## config.mk

```make
export PLATFORM = sky130hd
export DESIGN_NAME = bdu_queue
export DESIGN_NICKNAME = d
export VERILOG_FILES = /design/src/sv/bdu_pkg.sv /design/src/sv/bdu_queue.sv
export SDC_FILE = /design/constraint.sdc
export NUM_CORES = 1
export LEC_CHECK = 0
export ABC_AREA = 1
export BUFFER_PORTS_ARGS = -buffer_cell sky130_fd_sc_hd__buf_2
export CORE_MARGIN = 4
export CORE_UTILIZATION = 49
export CTS_BUF_LIST = sky130_fd_sc_hd__clkbuf_8
export DETAILED_ROUTE_END_ITERATION = 8
export HOLD_SLACK_MARGIN = 0.02
export PLACE_DENSITY_LB_ADDON = 0.2
export SYNTH_ARGS = -nofsm -noshare
export SYNTH_HDL_FRONTEND = slang
export SYNTH_SLANG_ARGS = --single-unit
```

## constraint.sdc

```tcl
create_clock -name i_clk -period 2.15 [get_ports i_clk]
set_input_delay 0.3225 -clock i_clk [delete_from_list [all_inputs] [get_ports i_clk]]
set_output_delay 0.3225 -clock i_clk [all_outputs]
set_load 0.01 [all_outputs]
```

## src/sv/bdu_pkg.sv

```systemverilog
// Shared types, constants and the plane gather/fold function.
`timescale 1ns / 1ps
package bdu_pkg;

    localparam int MAX_ROW_BYTES_DEF = 16384;
    localparam int CFG_W             = 13;
    localparam int CFG_IDX_W         = 2;
    localparam int ROW_W             = 13;
    localparam int BPP_W             = 3;
    localparam int QUEUE_DEPTH       = 2;
    localparam int HIST_DEPTH        = 7;

    localparam logic [CFG_IDX_W-1:0] CFG_ROW_PIXELS      = 2'd0;
    localparam logic [CFG_IDX_W-1:0] CFG_BYTES_PER_PIXEL = 2'd1;
    localparam logic [CFG_IDX_W-1:0] CFG_ROW_COUNT       = 2'd2;

    localparam logic [CFG_W-1:0] ROW_PIXELS_RST      = 13'd1;
    localparam logic [BPP_W-1:0] BYTES_PER_PIXEL_RST = 3'd4;
    localparam logic [CFG_W-1:0] ROW_COUNT_RST       = 13'd1;

    typedef struct packed {
        logic [3:0][7:0] bytes;
        logic            start;
    } t_group;

    typedef struct packed {
        logic [CFG_W-1:0] row_pixels;
        logic [BPP_W-1:0] bytes_per_pixel;
        logic [CFG_W-1:0] row_count;
    } t_cfg;

    function automatic logic [3:0][7:0] gather_fold(
        input logic [7:0] a,
        input logic [7:0] b,
        input logic [7:0] c,
        input logic [7:0] d
    );
        logic [3:0][7:0] res;
        logic [7:0]      v;
        for (int j = 0; j < 4; j++) begin
            v      = {a[2*j +: 2], b[2*j +: 2], c[2*j +: 2], d[2*j +: 2]};
            res[j] = {1'b0, v[7:1]} ^ {8{v[0]}};
        end
        return res;
    endfunction

endpackage

```

## src/sv/bdu_queue.sv

```systemverilog
// Small register queue of decoded byte groups between front and back end.
`timescale 1ns / 1ps
module bdu_queue
    import bdu_pkg::*;
#(
    parameter int DEPTH = QUEUE_DEPTH
) (
    input  logic   i_clk,
    input  logic   i_rst_n,
    input  logic   i_push,
    input  t_group i_data,
    input  logic   i_pop,
    output logic   o_ready,
    output logic   o_valid,
    output t_group o_data
);

    localparam int PTR_W = (DEPTH > 1) ? $clog2(DEPTH) : 1;
    localparam int CNT_W = $clog2(DEPTH + 1);

    t_group            r_mem [DEPTH];
    logic [PTR_W-1:0]  r_wptr, n_wptr;
    logic [PTR_W-1:0]  r_rptr, n_rptr;
    logic [CNT_W-1:0]  r_cnt,  n_cnt;

    always_comb begin
        n_wptr = r_wptr;
        n_rptr = r_rptr;
        n_cnt  = r_cnt;
        if (i_push) begin
            n_wptr = (r_wptr == PTR_W'(DEPTH - 1)) ? '0 : r_wptr + 1'b1;
        end
        if (i_pop) begin
            n_rptr = (r_rptr == PTR_W'(DEPTH - 1)) ? '0 : r_rptr + 1'b1;
        end
        if (i_push && !i_pop) begin
            n_cnt = r_cnt + 1'b1;
        end else if (!i_push && i_pop) begin
            n_cnt = r_cnt - 1'b1;
        end
    end

    always_ff @(posedge i_clk) begin
        if (!i_rst_n) begin
            r_wptr <= '0;
            r_rptr <= '0;
            r_cnt  <= '0;
        end else begin
            r_wptr <= n_wptr;
            r_rptr <= n_rptr;
            r_cnt  <= n_cnt;
        end
    end

    always_ff @(posedge i_clk) begin
        if (i_push) begin
            r_mem[r_wptr] <= i_data;
        end
    end

    assign o_ready = (r_cnt != CNT_W'(DEPTH));
    assign o_valid = (r_cnt != '0);
    assign o_data  = r_mem[r_rptr];

endmodule

```

==> impl_metrics.py <==
metrics = {
    "synth": {
        "synth_compound_gate_area_share": 0.00362,
        "post_synth_and_or_nand_nor_area_fraction": 0.0271,
        "yosysWarningCount": 0,
        "post_synth_xor_area_fraction": 0,
        "count_of_mapped_cells_out_of_synthesis": 138,
        "post_synth.cell_area_avg_um2": 20.0,
        "synth_top_family_by_area": "multiplexers",
        "mappedNetlistArea_mm2": 0.00277,
        "synth.net_count": 176,
        "yosys-mux-area-fraction": 0.175,
        "synth_adder_area_share": 0.00452,
        "synth.distinct_cells": 14,
        "ys_seq_area_frac": 0.753,
        "number_of_synthesized_register_bits": 71,
    },
    "timing": {
        "setup_viol": 0,
        "post-route-min-period_ns": 1.84,
        "final.setup_skew_ns": 0.00615,
        "slew_headroom": 0.696,
        "fin_tns_setup_ns": 0,
        "hold_viol": 0,
        "number_of_max_slew_violations_in_the_final_report": 0,
        "timing.fmax_mhz": 544,
        "worst_slew_pin_slew_ns": 0.456,
        "final_min_period_over_clock_period": 0.855,
        "post-route-worst-setup-slack_ns": 0.311,
        "fin_worst_hold_slack_ns": 0.172,
        "grt_setup_unrepaired": "no",
    },
    "drt": {
        "route.detailed.vias_per_inst": 4.77,
        "detail_route.wl_per_cell_um": 15.8,
        "via_count": 1425,
        "route.antenna.remaining_nets": 0,
        "remaining_drc_errors": 0,
        "drt_first_pass_iters": 4,
        "detail_route.iter0.violations": 82,
        "postRouteWirelength_mm": 4.73,
    },
    "finish": {
        "filler_cell_count": 446,
        "sequential_cell_area_mm2": 0.00208,
        "area_growth_pct": 22.7,
        "layout_cells_sized_above_1": 0.555,
        "mostFrequentLayoutCell": "sky130_fd_sc_hd__buf_2",
        "fin_nets": 260,
        "multi_input_comb_area_um2": 589,
        "antennaDiodeCount": 0,
        "mostFrequentLayoutCells": "sky130_fd_sc_hd__buf_2, sky130_fd_sc_hd__edfxtp_1, sky130_fd_sc_hd__mux2_4",
        "fin_cells": 299,
    },
    "place": {
        "gp_routability_congestion": 0.766,
        "io_buffer_count": 71,
        "cell_count_after_placement": 283,
        "place.detailed.hpwl_mm": 3.43,
        "preCtsSetupSlack_ns": 0.644,
    },
    "clock_tree": {
        "cts_inserted_buffers": 9,
        "post-cts-setup-buffers": 0,
        "cts.path.max_buffers": 2,
        "clock_tree.root_cell": "sky130_fd_sc_hd__clkbuf_8",
        "clkLatencyLatePin_ns": 0.33,
        "cts_tree": "done",
        "postCtsResizedCells": 0,
        "h_tree_depth": 3,
        "clk_pin_slew_ns": 0.07,
        "clock_sink_count": 71,
        "holdBufCountCts": 0,
    },
    "global_route": {
        "grt_pass1_vias": 1591,
        "grt_util_all_layers": 0.144,
        "global_route.overflow_total": 0,
        "grt_antenna_before_repair": 0,
        "global_route_wire_length_before_repair_mm": 7.47,
        "grt_start_max_net_pins": 22,
    },
    "worst_setup_path": {
        "worst_setup_path_end_kind": "output pin",
        "worst_setup_path_class": "reg -> out",
        "timing.reg2reg.worst_path_depth": 3,
        "critical_path.cell_chain": "buf_4, mux2_2, buf_2",
        "worstPathMaxFanout": 21,
        "arrival_ns": 1.52,
        "timing.critical_path.slowest_stage_cell": "sky130_fd_sc_hd__mux2_2",
        "cp_data_required_time_ns": 1.83,
        "worst_path_largest_cell_delay_ns": 0.38,
        "worstSetupStartpointType": "flop",
    },
    "hold_path": {
        "worst_min_delay_path_category": "in -> reg",
        "hold_path_stages": 1,
    },
    "outcome": {
        "run_status": "complete, no violations",
    },
    "pwr": {
        "static-leakage-power_nw": 1.41,
        "post-layout-total-power_mw": 2.99,
        "power.ir.vdd_worst_v": 0.000569,
        "total_power_density_per_cell_area_mw_per_mm2": 880,
    },
    "die": {
        "die_h_um": 83.1,
        "fp.coreArea_mm2": 0.00551,
        "design.portCount": 72,
        "fp.dieArea_mm2": 0.00691,
        "die_wd_um": 83.1,
        "core.rowCount": 27,
        "floorplan.initialDensity": 0.502,
    },
    "job": {
        "maxCapViolCount": 0,
    },
}
==> synth_stat cells <==
master                     number  share of area
sky130_fd_sc_hd__edfxtp_1      66           0.72
sky130_fd_sc_hd__nor2_1         7         0.0095
sky130_fd_sc_hd__a21oi_1        1         0.0018
sky130_fd_sc_hd__nand2_1       10          0.014
sky130_fd_sc_hd__mux2_4        30           0.16
sky130_fd_sc_hd__nand4_1        1         0.0023
sky130_fd_sc_hd__mux2_2         3          0.012
sky130_fd_sc_hd__dfxtp_1        5          0.036
sky130_fd_sc_hd__buf_12         3          0.022
sky130_fd_sc_hd__ha_1           1         0.0045
sky130_fd_sc_hd__nand3_1        1         0.0018
sky130_fd_sc_hd__buf_6          1         0.0041
sky130_fd_sc_hd__inv_1          8          0.011
sky130_fd_sc_hd__o21ai_0        1         0.0018
==> state kept, by name, summed over array words and instances (netlist names), named ones only <==
name / flops
r_wptr: 1
r_rptr: 1
r_mem: 66
r_cnt: 2
==> cells by family (layout without fill, tap and decap cells) <==
| group | Yosys count | in the layout |
|---|---|---|
| adder cells (fa/ha/maj) | 1 | 1 |
| flip-flops | 71 | 71 |
| buffers and inverters | 12 | 101 |
| AND/OR/NAND/NOR | 19 | 19 |
| AO/OA/AOI/OAI | 2 | 2 |
| multiplexers | 33 | 33 |
==> layer usage <==
| metal | wire length [um] | track usage | vias to the layer above | share of wire |
|---|---|---|---|---|
| met2 | 2510 | 0.246 | 42 | 0.53 |
| li1 | - | - | 680 | - |
| met1 | 1810 | 0.156 | 693 | 0.38 |
| met4 | 141 | 0.0817 | 0 | 0.030 |
| met5 | 0 | 0 | - | 0 |
| met3 | 270 | 0.0456 | 10 | 0.057 |
==> report_power, final <==
group	switching (mW)	internal, mW
logic	0.161	0.168
registers	0.0238	1.59
clock network	0.452	0.587
total	0.636	2.35
==> metrics by stage <==
| step | utilization | instance area, um^2 |
|---|---|---|
| CTS | 0.616 | 3390 |
| global placement | 0.580 | 3190 |
| global route | 0.616 | 3390 |
| detailed placement | 0.580 | 3190 |
| floorplan | - | 2770 |
| finish | 0.616 | 3390 |
==> critical path: cells and delay by family, from the launching register on <==
family                 cells  cell delay [ns]
DFF                        1             0.33
buffers and inverters      2             0.47
muxes                      1             0.38
==> area by class of cell <==
cell class / instances / share of cell area
Clock inverter: 5 / 0.0140
Sequential cell: 71 / 0.614
Tap cell: 72 / 0.0266
Clock buffer: 11 / 0.0446
Timing Repair Buffer: 77 / 0.118
Inverter: 8 / 0.00885
Multi-Input combinational cell: 55 / 0.174
==> final timing paths <==
kind	startpoint	endpoint	slack, ns
setup reg to reg	r_wptr	r_mem[1][3]	0.70
hold reg to reg	r_rptr	r_rptr	0.51
hold / removal	i_data[32]	r_mem[0][32]	0.17
setup / recovery	flop	o_data[19]	0.31
Note: power is estimated with default switching activity, not from simulation.
