**config.mk**
```make
export PLATFORM = sky130hd
export DESIGN_NAME = bdu_front
export DESIGN_NICKNAME = d
export VERILOG_FILES = /design/src/sv/bdu_pkg.sv /design/src/sv/bdu_front.sv
export SDC_FILE = /design/constraint.sdc
export NUM_CORES = 1
export LEC_CHECK = 0
export ABC_AREA = 1
export ABC_CLOCK_PERIOD_IN_PS = 800
export BUFFER_PORTS_ARGS = -buffer_cell sky130_fd_sc_hd__buf_2
export CORE_AREA = 2 2 44 46
export DETAILED_ROUTE_END_ITERATION = 10
export DIE_AREA = 0 0 46 48
export GPL_TIMING_DRIVEN = 0
export PLACE_DENSITY = 0.79
export SYNTH_ARGS = -nofsm -noshare
export SYNTH_HDL_FRONTEND = slang
export SYNTH_SLANG_ARGS = --single-unit
```
**constraint.sdc**
```tcl
create_clock -name vclk -period 0.8
set_input_delay 0.04 -clock vclk [all_inputs]
set_output_delay 0.04 -clock vclk [all_outputs]
set_load 0.05 [all_outputs]
```
**src/sv/bdu_pkg.sv**
```systemverilog
// Shared types, constants and the plane gather/fold function.
`timescale 1ns / 1ps
package bdu_pkg;

    localparam int MAX_ROW_BYTES_DEF = 16384;
    localparam int CFG_W             = 13;
    localparam int CFG_IDX_W         = 2;
    localparam int ROW_W             = 13;
    localparam int BPP_W             = 3;
    localparam int QUEUE_DEPTH       = 2;
    localparam int HIST_DEPTH        = 7;

    localparam logic [CFG_IDX_W-1:0] CFG_ROW_PIXELS      = 2'd0;
    localparam logic [CFG_IDX_W-1:0] CFG_BYTES_PER_PIXEL = 2'd1;
    localparam logic [CFG_IDX_W-1:0] CFG_ROW_COUNT       = 2'd2;

    localparam logic [CFG_W-1:0] ROW_PIXELS_RST      = 13'd1;
    localparam logic [BPP_W-1:0] BYTES_PER_PIXEL_RST = 3'd4;
    localparam logic [CFG_W-1:0] ROW_COUNT_RST       = 13'd1;

    typedef struct packed {
        logic [3:0][7:0] bytes;
        logic            start;
    } t_group;

    typedef struct packed {
        logic [CFG_W-1:0] row_pixels;
        logic [BPP_W-1:0] bytes_per_pixel;
        logic [CFG_W-1:0] row_count;
    } t_cfg;

    function automatic logic [3:0][7:0] gather_fold(
        input logic [7:0] a,
        input logic [7:0] b,
        input logic [7:0] c,
        input logic [7:0] d
    );
        logic [3:0][7:0] res;
        logic [7:0]      v;
        for (int j = 0; j < 4; j++) begin
            v      = {a[2*j +: 2], b[2*j +: 2], c[2*j +: 2], d[2*j +: 2]};
            res[j] = {1'b0, v[7:1]} ^ {8{v[0]}};
        end
        return res;
    endfunction

endpackage

```
**src/sv/bdu_front.sv**
```systemverilog
// Front end: merge bit pairs of the four planes and sign-fold decode four bytes.
`timescale 1ns / 1ps
module bdu_front
    import bdu_pkg::*;
(
    input  logic       i_in_valid,
    input  logic [7:0] i_plane_a_byte,
    input  logic [7:0] i_plane_b_byte,
    input  logic [7:0] i_plane_c_byte,
    input  logic [7:0] i_plane_d_byte,
    input  logic       i_image_start,
    input  logic       i_q_ready,
    output logic       o_in_ready,
    output logic       o_push,
    output t_group     o_group
);

    assign o_group.bytes = gather_fold(i_plane_a_byte, i_plane_b_byte,
                                       i_plane_c_byte, i_plane_d_byte);
    assign o_group.start = i_image_start;
    assign o_in_ready    = i_q_ready;
    assign o_push        = i_in_valid & i_q_ready;

endmodule

```
==> results of run 1 <==
-- how the worst max path moves through the flow --
stage	from	endpoint	slack [ps]
floorplan	i_plane_d_byte[2]	o_group[10]	140
global placement	i_plane_d_byte[2]	o_group[10]	120
detailed placement	i_plane_d_byte[2]	o_group[10]	120
CTS	i_plane_d_byte[2]	o_group[10]	120
global route	i_plane_d_byte[2]	o_group[9]	40
finish	i_plane_d_byte[2]	o_group[10]	130
-- power breakdown --
group | switching, mW | total [mW] | internal [mW]
combinational | 0.653 | 0.892 | 0.238
sequential | 0 | 0 | 0
clock | 0 | 0 | 0
-- kinds of logic after synthesis --
| kind of cell | Yosys count |
|---|---|
| and+or+nand+nor | 85 |
| buffers and inverters | 43 |
-- Yosys cell counts --
cell                      number  share of area, %
sky130_fd_sc_hd__inv_2         4               2.8
sky130_fd_sc_hd__nand2_1      85                60
sky130_fd_sc_hd__buf_4         6               8.5
sky130_fd_sc_hd__inv_1        29                20
sky130_fd_sc_hd__buf_6         4               8.5
-- routing by layer --
layer  global-route usage, %  vias up  part of all wire [%]
met5                       0        -                     0
met4                       0        0                     0
met3                       0        0                   7.7
met2                   20.28       29                    48
met1                   16.04      300                    44
li1                        -      471                     -
-- cell type report --
cell class / instances / area [sq um]
buffer: 10 / 90.09
tap: 17 / 21.27
inverter: 33 / 123.9
fill: 182 / 809.5
timing repair buffer: 65 / 325.3
multi-input combinational: 85 / 319.1
-- worst max-delay path, stage by stage --
cell                      delay (ps)
sky130_fd_sc_hd__buf_6           110
sky130_fd_sc_hd__inv_2           100
sky130_fd_sc_hd__nand2_1          60
sky130_fd_sc_hd__nand2_1          60
sky130_fd_sc_hd__buf_2           250
==> PnR_summary.wiki, run 1 <==
{| class="wikitable"
! Metric !! Value
|-
| Total placed instance area || 879.6 sq um
|-
| Post-route antenna net violation count || 0
|-
| Synthesized-area fraction occupied by xor and xnor cells || 0%
|-
| Std-Cell Rows || 15
|-
| Largest family of logic cells by synthesized area || simple AND/OR/NAND/NOR gates
|-
| Type of origin of the critical path || input pin
|-
| Via count || 800
|-
| IR Drop Worst-Case VDD || 521.1 uV
|-
| FMAX || ~1500 MHz
|-
| Setup fix buffers added after clock tree synthesis || 0
|-
| Maximum number of pins on one net before global-route repair || 9
|-
| Fin Hold WS || 381.8 ps
|-
| Worst EP arrival || 630 ps
|-
| Post-route setup slack || around 130 ps
|-
| Placed wire-length estimate || roughly 1.2 mm
|-
| Required time at the worst-slack endpoint || ~760 ps
|-
| Highest net fanout along the worst path || 8
|-
| Synth Area in Compound Gates || 0%
|-
| Diodes inserted || 0
|-
| YS warnings || 0
|-
| Cell leakage power || roughly 0.74 nW
|-
| Worst hold-check path type || input pin to primary output
|-
| Number of global-route vias before repair || between 500 and 600
|-
| Die X-Extent || 46 um
|-
| Average cell area after synthesis || about 4.2 sq um
|-
| Port-buffer cells || between 60 and 70
|-
| Total congestion overflow after global routing || 0
|-
| Depth of the worst hold-timing path || 2
|-
| Seq_cells || 0
|-
| Count of cell types in the netlist || 5
|-
| Final Routed Wirelength || roughly 1.4 mm
|-
| Leading cell type in the layout, fill and taps excluded || sky130_fd_sc_hd__nand2_1
|-
| Accumulated negative setup slack || 0 ps
|-
| Share of final-layout standard cells stronger than drive strength 1 || about two fifths
|-
| Actual slew at the worst max-slew pin || between 200 and 300 ps
|-
| Count of final setup violators || 0
|-
| Ports || 70
|-
| Power per cell area || ~1000 mW/mm^2
|-
| Cell Count, Final, Fillers Out || 210
|-
| Layout Utilization || a little over half
|-
| Register area || 0 sq um
|-
| GR Util All Layers || around 11%
|-
| Total of max-cap violations || 0
|-
| Post-route cell area || roughly 900 sq um
|-
| Number of instances in the synthesized netlist || approximately 130
|-
| Routability cong. || roughly 0.80
|-
| Post-route fraction of the period consumed by the critical path || a little over four fifths
|-
| CP endpoint kind || primary output
|-
| Startpoint of the lowest-slack hold path || i_image_start
|-
| Hold worst-path end || o_group[0]
|-
| Fraction of the mapped netlist area in adder cells || 0%
|-
| Global-route wire length before repair || approximately 2 mm
|-
| Synthesized Nets || around 160
|-
| Area added between synthesis and finish || 65.02%
|-
| Total power draw || 891.8 uW
|-
| Setup slack after placement || 123.1 ps
|-
| Nets@finish || 230
|-
| Post-synthesis share of cell area spent on and, or, nand and nor gates || 59.86%
|-
| Final routed wire length divided by cell count || ~6.7 um
|-
| Worst max-slew margin expressed relative to the limit || between 80% and 90%
|-
| Full die area || 0.002208 sq mm
|-
| Total instance count after detailed placement || 210
|-
| Quantity of gates resized following cts || 0
|-
| Final critical delay including setup and external delays || 668.3 ps
|-
| Clock tree buffer count of the final layout || 0
|-
| Initial cell density of the core || approximately a third
|-
| Cell area after synthesis || 533.0 sq um
|-
| Multiplexer area fraction after synthesis || 0%
|-
| Most used cells in the layout excluding fill and tap cells || sky130_fd_sc_hd__nand2_1 (85), sky130_fd_sc_hd__buf_2 (65), sky130_fd_sc_hd__inv_1 (29), sky130_fd_sc_hd__buf_4 (6)
|-
| Max Transition Viols Final || 0
|-
| Post-cts hold buffer count || 0
|-
| Run status || complete, no violations
|-
| Core Footprint || ~0.0017 sq mm
|-
| Critical path class || input pin to primary output
|-
| Iter 0 DRT Violations || 5
|-
| Number of antenna violations at the first check in global routing || 0
|-
| RSZ-0062 raised after global routing || no
|-
| Vert. Die Dim || ~48 um
|-
| Post-synthesis sequential area ratio || 0%
|-
| Pre-antenna DRT Iters || 4
|-
| Total count of hold-check failures in the final report || 0
|-
| Via count normalized by instance count || about 3.8
|-
| Number of remaining DRC errors || 0
|}
(Power assumes the default switching activity.)
==> run 2: changes to the inputs <==
==> config.mk (replaced) <==
export PLATFORM = sky130hd
export DESIGN_NAME = bdu_front
export DESIGN_NICKNAME = d
export VERILOG_FILES = /design/src/sv/bdu_pkg.sv /design/src/sv/bdu_front.sv
export SDC_FILE = /design/constraint.sdc
export NUM_CORES = 1
export LEC_CHECK = 0
export ABC_AREA = 0
export ABC_CLOCK_PERIOD_IN_PS = 800
export BUFFER_PORTS_ARGS = -buffer_cell sky130_fd_sc_hd__buf_2
export CORE_AREA = 2 2 40 42
export DETAILED_ROUTE_END_ITERATION = 10
export DIE_AREA = 0 0 42 44
export GPL_TIMING_DRIVEN = 0
export PLACE_DENSITY = 0.8
export SYNTH_ARGS = -nofsm -noshare
export SYNTH_HDL_FRONTEND = slang
export SYNTH_SLANG_ARGS = --single-unit
==> run 2 against run 1 <==
  * Cell area down 22%
  * Sequential cell count unchanged
  * Non-clock buffer count unchanged
  * Largest power group unchanged
  * Via count down 40%
  * Total power up 13%
  * Cell count down 43%
  * Synthesized cell count down 70%
  * Fmax up 4.1%
  * Sequential share of layout area unchanged
  * Worst hold slack better by 0.89 ps
  * First-iteration DRC count down 80%
  * Critical path type unchanged
  * Worst setup slack better by 26 ps
==> PnR_summary.wiki, run 2 <==
{| class="wikitable"
! Metric !! Value
|-
| Total power draw || 1.004 mW (+13%)
|-
| Final critical delay including setup and external delays || 642.2 ps (-26.14 ps)
|-
| Count of final setup violators || 0 (unchanged)
|-
| Cell area after synthesis || 341.6 sq um (-36%)
|-
| Post-route fraction of the period consumed by the critical path || 80.28% (-3.3 points)
|-
| FMAX || 1557 MHz (+4.1%)
|-
| IR Drop Worst-Case VDD || 704.6 uV (+35%)
|-
| Worst max-slew margin expressed relative to the limit || 82.88% (-0.11 points)
|-
| Post-cts hold buffer count || 0 (unchanged)
|-
| Most instantiated library cell after synthesis || sky130_fd_sc_hd__xor2_1
|-
| Quantity of gates resized following cts || 0 (unchanged)
|-
| Post-route antenna net violation count || 0 (unchanged)
|-
| Count of cell types in the netlist || 4 (-1)
|-
| Core Footprint || 0.001419 sq mm (-16%)
|-
| Area added between synthesis and finish || 101.1%
|-
| Actual slew at the worst max-slew pin || 258.5 ps (+1.719 ps)
|-
| Clock tree buffer count of the final layout || 0 (unchanged)
|-
| Critical path cell sequence || buf_6, xor2_1, buf_2
|-
| Post-route cell area || 686.9 sq um (-22%)
|-
| Cells taking the most area after synthesis || sky130_fd_sc_hd__xor2_1 (72%), sky130_fd_sc_hd__buf_4 (13%), sky130_fd_sc_hd__buf_6 (13%)
|-
| Routability cong. || 0.7333 (-8.8%)
|-
| Seq_cells || 0 (unchanged)
|-
| Synthesized Nets || 74 (-55%)
|-
| Accumulated negative setup slack || 0 ps (unchanged)
|-
| Placed wire-length estimate || 1.053 mm (-14%)
|-
| Post-synthesis sequential area ratio || 0% (unchanged)
|-
| Total of max-cap violations || 0 (unchanged)
|-
| Required time at the worst-slack endpoint || 760 ps (about the same)
|-
| CP endpoint kind || primary output
|-
| Type of origin of the critical path || input pin
|-
| Run status || complete, no violations
|-
| Total of fill cells in the finished design || 144 (-21%)
|-
| Max Transition Viols Final || 0 (unchanged)
|-
| Total count of hold-check failures in the final report || 0 (unchanged)
|-
| Final routed wire length divided by cell count || 9.092 um (+35%)
|-
| Initial cell density of the core || 24.07% (-7.5 points)
|-
| Synth area leader || sky130_fd_sc_hd__xor2_1
|-
| Crit path max-delay cell type || sky130_fd_sc_hd__buf_2
|-
| Share of final-layout standard cells stronger than drive strength 1 || 72.12% (+31 points)
|-
| Diodes inserted || 0 (unchanged)
|-
| Std-Cell Rows || 14 (-1)
|-
| GR Util All Layers || 10.74% (-0.54 points)
|-
| Layout Utilization || 48.41% (-3.7 points)
|-
| Total congestion overflow after global routing || 0 (unchanged)
|-
| Share of the synthesized area in the top cell type || 71.79% (+12 points)
|-
| Ports || 70 (unchanged)
|-
| Cell Count, Final, Fillers Out || 120 (-43%)
|-
| Leading cell type in the layout, fill and taps excluded || sky130_fd_sc_hd__buf_2
|-
| Highest net fanout along the worst path || 7 (-1)
|-
| Pre-antenna DRT Iters || 2 (-2)
|-
| Most used cells in the layout excluding fill and tap cells || sky130_fd_sc_hd__buf_2 (65), sky130_fd_sc_hd__xor2_1 (28), sky130_fd_sc_hd__buf_4 (6), sky130_fd_sc_hd__buf_6 (4), sky130_fd_sc_hd__and2_1 (1)
|-
| Highest cell delay on the worst timing path || 290 ps (+40 ps)
|-
| Iter 0 DRT Violations || 1 (-4)
|-
| Most frequent cells after synthesis || sky130_fd_sc_hd__xor2_1 (28), sky130_fd_sc_hd__buf_4 (6), sky130_fd_sc_hd__buf_6 (4), sky130_fd_sc_hd__and2_1 (1)
|-
| Maximum number of pins on one net before global-route repair || 8 (-1)
|-
| Number of global-route vias before repair || 432 (-15%)
|-
| Number of remaining DRC errors || 0 (unchanged)
|-
| Number of antenna violations at the first check in global routing || 0 (unchanged)
|-
| Average cell area after synthesis || 8.758 sq um (+110%)
|-
| Via count normalized by instance count || 3.992 (+4.8%)
|-
| Register area || 0 sq um (unchanged)
|-
| Setup fix buffers added after clock tree synthesis || 0 (unchanged)
|-
| RSZ-0062 raised after global routing || no
|-
| Via count || 479 (-40%)
|-
| Number of instances in the synthesized netlist || 39 (-70%)
|-
| Total placed instance area || 686.9 sq um (-22%)
|-
| Worst hold-check path type || input pin to primary output
|-
| Critical path class || input pin to primary output
|-
| Die X-Extent || 42 um (-8.7%)
|-
| Total instance count after detailed placement || 120 (-43%)
|-
| Area taken by multi-input logic gates || 251.5 sq um (-21%)
|-
| Port-buffer cells || 65 (unchanged)
|-
| Cell leakage power || 0.4320 nW (-41%)
|-
| Worst EP arrival || 600 ps (-30 ps)
|-
| YS warnings || 0 (unchanged)
|-
| Nets@finish || 141 (-39%)
|-
| Power per cell area || 1461 mW/mm^2 (+44%)
|-
| Full die area || 0.001848 sq mm (-16%)
|-
| Vert. Die Dim || 44 um (-8.3%)
|-
| Global-route wire length before repair || 1.621 mm (-18%)
|-
| Final Routed Wirelength || 1.091 mm (-23%)
|}
run 2: cell count changes in the layout (fill, tap and decap cells not counted), sizes merged:
cell	change
nand2	-85
inv	-33
xor2	+28
and2	+1
run 2: metal layers:
metal  wire [um]  vias to the layer above  global-route usage (%)
met4           0                        0                       0
met1         298                      199                   10.62
met5           0                        -                       0
met2         618                       43                   24.06
met3         174                        0                   1.667
li1            -                      237                       -
run 2: path summary, 6_finish.rpt:
check              start           to  slack [ps]  cells after the start
max    i_plane_d_byte[6]  o_group[28]         160                      3
min        i_image_start   o_group[0]         380                      2
run 2: cell type report:
| class | count | area share (%) |
|---|---|---|
| Timing Repair Buffer | 65 | 47.36 |
| Multi-Input combinational cell | 29 | 36.61 |
| Buffer | 10 | 13.11 |
| Tap cell | 16 | 2.914 |
run 2: worst max-delay path: cells and delay by family:
family / cells / cell delay [ps]
buf+inv: 2 / 410
xor+xnor: 1 / 150
run 2: logic make-up after synthesis:
| kind of cell | count (synthesis) | share of synthesized area, % |
|---|---|---|
| XOR/XNOR | 28 | 71.80 |
| buffers and inverters | 10 | 26.37 |
| AND/OR/NAND/NOR | 1 | 1.833 |
run 2: where the power goes:
part / switching, mW / internal, mW / total, mW / leakage (nW)
Combinational: 0.748 / 0.256 / 1.00 / 0.432
Clock: 0 / 0 / 0 / 0
Sequential: 0 / 0 / 0 / 0
Total: 0.748 / 0.256 / 1.00 / 0.432
run 2: metrics by stage:
step	setup slack [ps]	hold slack [ps]
2_1_floorplan	-168.8	247.1
3_3_place_gp	184.4	382.4
3_5_place_dp	161.4	382.4
4_1_cts	156.7	383.2
5_1_grt	101.2	387.1
6_report	157.8	382.7
